<file path="src/sv/rtdi_pkg.sv">
// ---------------------------------------------------------------------------
// Ready-to-drive interlock package
// Types, register indexes and reset values shared across the interlock.
// ---------------------------------------------------------------------------
package rtdi_pkg;

  // Configuration register indexes.
  localparam logic [7:0] CFG_BRAKE_THRESHOLD = 8'd0;
  localparam logic [7:0] CFG_IMD_BLANK_MS    = 8'd1;
  localparam logic [7:0] CFG_BLINK_MS        = 8'd2;
  localparam logic [7:0] CFG_SOUND_MS        = 8'd3;

  // Register values after reset.
  localparam logic [12:0] BRAKE_THRESHOLD_RST = 13'd1000;
  localparam logic [31:0] IMD_BLANK_MS_RST    = 32'd30000;
  localparam logic [15:0] BLINK_MS_RST        = 16'd250;
  localparam logic [15:0] SOUND_MS_RST        = 16'd1500;

  // Isolation low readings needed to latch the fault.
  localparam logic [1:0] IMD_LOW_LIMIT = 2'd2;

  // One tick from the vehicle.
  typedef struct packed {
    logic [31:0] now_ms;
    logic        shutdown_closed;
    logic        imd_ok_raw;
    logic        bms_fault;
    logic [11:0] brake_a;
    logic [11:0] brake_b;
    logic        button_pressed;
  } tick_t;

  // One result per tick.
  typedef struct packed {
    logic drive_mode;
    logic bspd_on_sent;
    logic bspd_off_sent;
    logic light_sent;
    logic light_value;
    logic bms_status_sent;
    logic imd_status_sent;
    logic sound_sent;
    logic sound_value;
    logic clear_burst;
  } result_t;

  // Configuration write beat.
  typedef struct packed {
    logic [7:0]  index;
    logic [31:0] value;
  } cfg_beat_t;

  // Current configuration.
  typedef struct packed {
    logic [12:0] brake_threshold;
    logic [31:0] imd_blank_ms;
    logic [15:0] blink_ms;
    logic [15:0] sound_ms;
  } cfg_regs_t;

  // Interlock state carried from tick to tick.
  typedef struct packed {
    logic        mode;
    logic [1:0]  imd_low_count;
    logic        imd_latched;
    logic        start_done;
    logic        light_level;
    logic        blink_phase;
    logic [31:0] last_blink_ms;
    logic [31:0] sound_start_ms;
  } state_t;

endpackage

</file>
<file path="src/sv/rtdi_step.sv">
// ---------------------------------------------------------------------------
// Ready-to-drive interlock step logic
// Combinational evaluation of one tick: next state and the result beat.
// ---------------------------------------------------------------------------
module rtdi_step (
  input  rtdi_pkg::cfg_regs_t regs,
  input  rtdi_pkg::state_t    cur,
  input  rtdi_pkg::tick_t     tick,
  output rtdi_pkg::state_t    nxt,
  output rtdi_pkg::result_t   res
);
  import rtdi_pkg::*;

  logic        imd_ok;
  logic        latched;
  logic [31:0] blink_diff;
  logic [31:0] sound_diff;
  logic [12:0] brake_sum;
  logic        enter;

  assign brake_sum  = {1'b0, tick.brake_a} + {1'b0, tick.brake_b};
  assign blink_diff = tick.now_ms - cur.last_blink_ms;

  always_comb begin
    nxt = cur;
    res = '0;

    // Isolation reading counts only after the blanking window.
    imd_ok = (tick.now_ms > regs.imd_blank_ms) ? tick.imd_ok_raw : 1'b1;
    if (!imd_ok && (cur.imd_low_count < IMD_LOW_LIMIT)) begin
      nxt.imd_low_count = cur.imd_low_count + 2'd1;
    end
    latched = cur.imd_latched | (nxt.imd_low_count == IMD_LOW_LIMIT);
    nxt.imd_latched = latched;

    // Fault-circuit enable while the shutdown circuit is closed and no isolation fault is latched.
    res.bspd_on_sent = tick.shutdown_closed & ~latched;

    // Fault light blinking, or light off and fault circuit disabled.
    if (latched || tick.bms_fault) begin
      if (blink_diff > {16'd0, regs.blink_ms}) begin
        if (cur.blink_phase) begin
          nxt.light_level = ~cur.light_level;
          nxt.blink_phase = 1'b0;
        end else begin
          nxt.blink_phase = 1'b1;
        end
        res.light_sent    = 1'b1;
        res.light_value   = nxt.light_level;
        nxt.last_blink_ms = tick.now_ms;
      end else begin
        nxt.light_level   = 1'b0;
        res.bspd_off_sent = 1'b1;
      end
    end

    // Start-up clear burst on the first tick only.
    res.clear_burst = ~cur.start_done;
    nxt.start_done  = 1'b1;

    res.bms_status_sent = tick.bms_fault;
    res.imd_status_sent = latched;

    // Entry into drive mode starts the sound.
    enter = ~cur.mode && (brake_sum > regs.brake_threshold) && tick.button_pressed &&
            tick.shutdown_closed && ~latched;
    if (enter) begin
      nxt.mode           = 1'b1;
      res.sound_sent     = 1'b1;
      res.sound_value    = 1'b1;
      nxt.sound_start_ms = tick.now_ms;
    end

    // Stop-sound frame once the sound time has run out.
    sound_diff = tick.now_ms - nxt.sound_start_ms;
    if (sound_diff > {16'd0, regs.sound_ms}) begin
      res.sound_sent  = 1'b1;
      res.sound_value = 1'b0;
    end

    // Leave drive when the shutdown circuit opens or a fault latches.
    if (nxt.mode && (!tick.shutdown_closed || latched)) begin
      nxt.mode = 1'b0;
    end
    res.drive_mode = nxt.mode;
  end

endmodule

</file>
<file path="config.mk">
export PLATFORM = sky130hd
export DESIGN_NAME = rtdi_step
export DESIGN_NICKNAME = d
export VERILOG_FILES = /design/src/sv/rtdi_pkg.sv /design/src/sv/rtdi_step.sv
export SDC_FILE = /design/constraint.sdc
export NUM_CORES = 1
export LEC_CHECK = 0
export ABC_AREA = 1
export BUFFER_PORTS_ARGS = -buffer_cell sky130_fd_sc_hd__buf_4
export CORE_ASPECT_RATIO = 0.9
export CORE_MARGIN = 2
export CORE_UTILIZATION = 47
export DETAILED_ROUTE_END_ITERATION = 8
export GPL_TIMING_DRIVEN = 0
export PLACE_DENSITY_LB_ADDON = 0.3
export SYNTH_ARGS = -nofsm -noshare
export SYNTH_HDL_FRONTEND = slang
export SYNTH_SLANG_ARGS = --single-unit
</file>
<file path="constraint.sdc">
create_clock -name vclk -period 12
set_input_delay 3 -clock vclk [all_inputs]
set_output_delay 3 -clock vclk [all_outputs]
set_load 0.1 [all_outputs]
</file>
Yosys cells after proc, flatten, opt, wreduce, memory -nomap -nowiden
Index checks and enable logic that the tools add are counted.

Add/subtract/negate cells: 4. Magnitude comparators: 5. Eq/ne operators: 1. Muxes and demuxes: 15. Bitwise gates (word level): 6. Reduce and logical (&&, ||, !) cells: 10.

Operator list (number): 32-bit by 16-bit greater-than comparator with 1-bit output (2); 32-bit subtractor (2); 34-bit two-way mux (1); 33-bit two-way mux (1); 32-bit greater-than comparator (1); 32-bit two-way mux (1); 12-bit by 12-bit adder with 13-bit output (1); 13-bit greater-than comparator (1); 2-bit two-way mux (4); 1-bit two-way mux (7); 1-bit logical AND (6); 1-bit NOT (4); 3-bit two-way mux (1); 2-bit by 1-bit adder with 2-bit output (second input constant) (1); 2-bit equality test (second input constant) (1); 1-bit zero test (2); 1-bit logical OR (2); 2-bit < comparator (second input constant) (1); 1-bit AND (1); 1-bit OR (1).

Bits in registers: 0. Input port bits: 208. Output and inout bits: 81.

Logic depth before layout (Yosys ltp)
Depth in word-level cells: 13. Gate-level depth with buffers: 49.

Worst setup path after synthesis
No wires, ideal clock.

Path kind: input to output. Start: input tick[1] (netlist name). End: output res[1] (netlist name). Arrival: 12.429 ns. Required time: 9.000 ns. Setup slack: -3.429 ns. Stages: 46. Path buffers: 2. Path through: ha_1 inv_1 fa_1 o21ai_0 a21oi_1 inv_1 a21oi_1 o21ai_0 a21oi_1 o21bai_1 xor2_1 inv_1 ha_1 nand2_1 nor2_1 nand4_1 o2111ai_1 nor2_1 (+10 left out) nand2_1 nand2_2 nand2_1 nand2_2 xor2_1 ha_1 nand2_1 nor2_1 a211oi_1 o21ai_0 a221oi_1 a32o_1 nand2_1 nor2_1 nand2_1 nor2_1 nand3_1 nor3_2.

RTL lines: start, declared (line rtdi_step.sv:8) `input rtdi_pkg::tick_t tick,`; end, declared (line rtdi_step.sv:10) `output rtdi_pkg::result_t res`.

==> impl_metrics.yaml <==
worst_hold_path:
  min_path_type: "input port to output pin"
logic_synthesis:
  synth_warnings: 0
  synth_commonest_cells: "259 x nand2_1, 253 x inv_1, 148 x ha_1"
  yosysTopAreaCellShare_pct: 25.25
  ys_types: 54
  synth_area_leaders: "ha_1 25%, nand2_1 13%, inv_1 13%, a21oi_1 7.8%, o21ai_0 5.9%"
  synth_top_area_cell: "ha_1"
  synthCells: 1252
  syn_nets: 1611
  seq_area_frac_synth_pct: 0
  syn_area_um2: 7335
  synth_area_per_cell_um2: 5.858
  yosysMostFrequentCell: "nand2_1"
setup_path:
  max_stage_delay_ps: 340
  cp.required_ps: 9000
  startpoint_type: "input port"
  critPathMostFrequentCell: "nand2_2"
  path_max_fanout: 5
  cp_slowest_cell: "or2_2"
  crit_type: "input port to output pin"
  crit_path_end_kind: "output pin"
  cp.arrival_ps: 9850
final_layout:
  seq_area_um2: 0
  nClkBuffers: 0
  design_area_um2: 10600
  seq_cell_count: 0
  layout-drive-gt1-share_pct: 31.52
  fin_cells: 1785
  nNetsFinal: 1944
  n_antenna_cell: 0
  area_delta_synth_final_pct: 44.57
run_status:
  status: "finished, violations left"
  violations: "setup timing"
power:
  ir_drop_mv: 0.04995
  powerDensity_nw_per_um2: 69.32
  internal_power_uw: 260.8
  switchingPower_uw: 474.3
  p_total_uw: 735.1
  seqPwrFrac_pct: 0
  p_sw_share_pct: 64.52
  clockPowerShare_pct: 0
  combPwrFrac_pct: 100.0
  leakagePower_nw: 6.045
flow_run:
  drv_cap: 0
floorplan:
  coreArea_um2: 15330
  die_y_um: 122.5
  die_area_um2: 16620
  ios: 289
  rows: 43
  start_util_pct: 47.83
  dieWidth_um: 135.7
sta:
  rsz0062_at_grt: "true"
  setup_slack_ps: -852.5
  slew_violations: 0
  finalSetupViolCount: 2
  slew_headroom_pct: 54.68
  finalCritPeriodShare_pct: 107.1
  period_minus_slack_ps: 12850
  clock.fmax_ghz: 0.07781
  holdWs_ps: 6320
  hold_violations: 0
  tightest_slew_ps: 673.6
place:
  dp_slack_ps: -1960
  dpl_cell_area_um2: 9862
  gp_congestion: 0.9564
  io_buffers: 288
  dp_hpwl_mm: 24.13
  place_inst: 1742
global_route:
  grt_max_degree: 11
  antenna_found_initial: 0
  gr-usage-all-layers_pct: 33.52
  first_global_vias: 9102
  overflow: 0
  grt_pass1_wl_mm: 44.83
drt:
  vias: 9910
  firstDrtPassIters: 6
  via_per_inst: 5.552
  post_drt_wl_per_cell_um: 17.44
  ant_nets: 0
  first_iter_violations: 641
  drc: 0
  postRouteWirelength_mm: 31.13
cts:
  cts_hold_buf: 0
## per-stage QoR
stage / utilization (%) / setup TNS [ps]
2_1_floorplan: - / -1360
3_3_place_gp: 64.32 / -3580
3_5_place_dp: 64.32 / -3906
4_1_cts: 66.89 / -1487
5_1_grt: 69.16 / -2504
6_report: 69.16 / -1673
## cell usage in the layout (no fill, tap or decap), types with 19 or more instances in the layout
master,n
a21oi_1,104
buf_4,330
ha_1,138
inv_1,250
nand2_1,247
nand2_2,19
nand3_1,51
nand4_1,21
nor2_1,69
o21ai_0,68
o21ai_1,19
o21ai_2,22
or2_2,23
xor2_1,32
## critical path, delay by kind of cell
family | cells | cell delay, ps
compound gates | 18 | 2740
simple gates | 21 | 2110
fa+ha+maj | 4 | 1130
buf+inv | 5 | 660
xor+xnor | 1 | 150
## power by group through the flow
stage                     Clock (mW)  Combinational, mW  Sequential [mW]
final                              0              0.735                0
after detailed placement           0              0.650                0
after global placement             0              0.639                0
after CTS                          0              0.681                0
after global routing               0              0.791                0
after floorplan                    0              0.471                0
## cells by family (layout without fill, tap and decap cells)
| group | Yosys count | after routing | share of synthesized area [%] |
|---|---|---|---|
| adder cells (fa/ha/maj) | 151 | 151 | 26.07 |
| AO/OA/AOI/OAI | 278 | 278 | 22.13 |
| AND/OR/NAND/NOR | 495 | 495 | 30.76 |
| other | 1 | 1 | 0.05113 |
| XOR/XNOR | 51 | 51 | 6.090 |
| buffers and inverters | 276 | 607 | 14.91 |
## final timing paths
kind,startpoint,endpoint,slack [ps],depth (start not counted)
min,cur[66],res[0],6320,3
max,tick[4],res[2],-850,49
## final cells by class
cell class	count	area (um2)
multi-input cells	976	6675
fillers	1341	4730
repair buffers	331	2532
inverters	258	974.7
well taps	202	252.7
plain buffers	18	168.9
## repair_timing
action / CTS / global route
buffers inserted: 25 / 18
pin swaps: 47 / 65
setup endpoints to repair: 2 / 2
gates resized for setup: 53 / 45
## routing by layer
layer	track usage (%)	share of wire (%)	up-vias
li1	-	-	4803
met1	41.63	40	4392
met2	59.82	46	571
met3	4.709	9.1	144
met4	10.48	5.5	0
met5	0	0	-
Power figures use the tool's default switching activity.
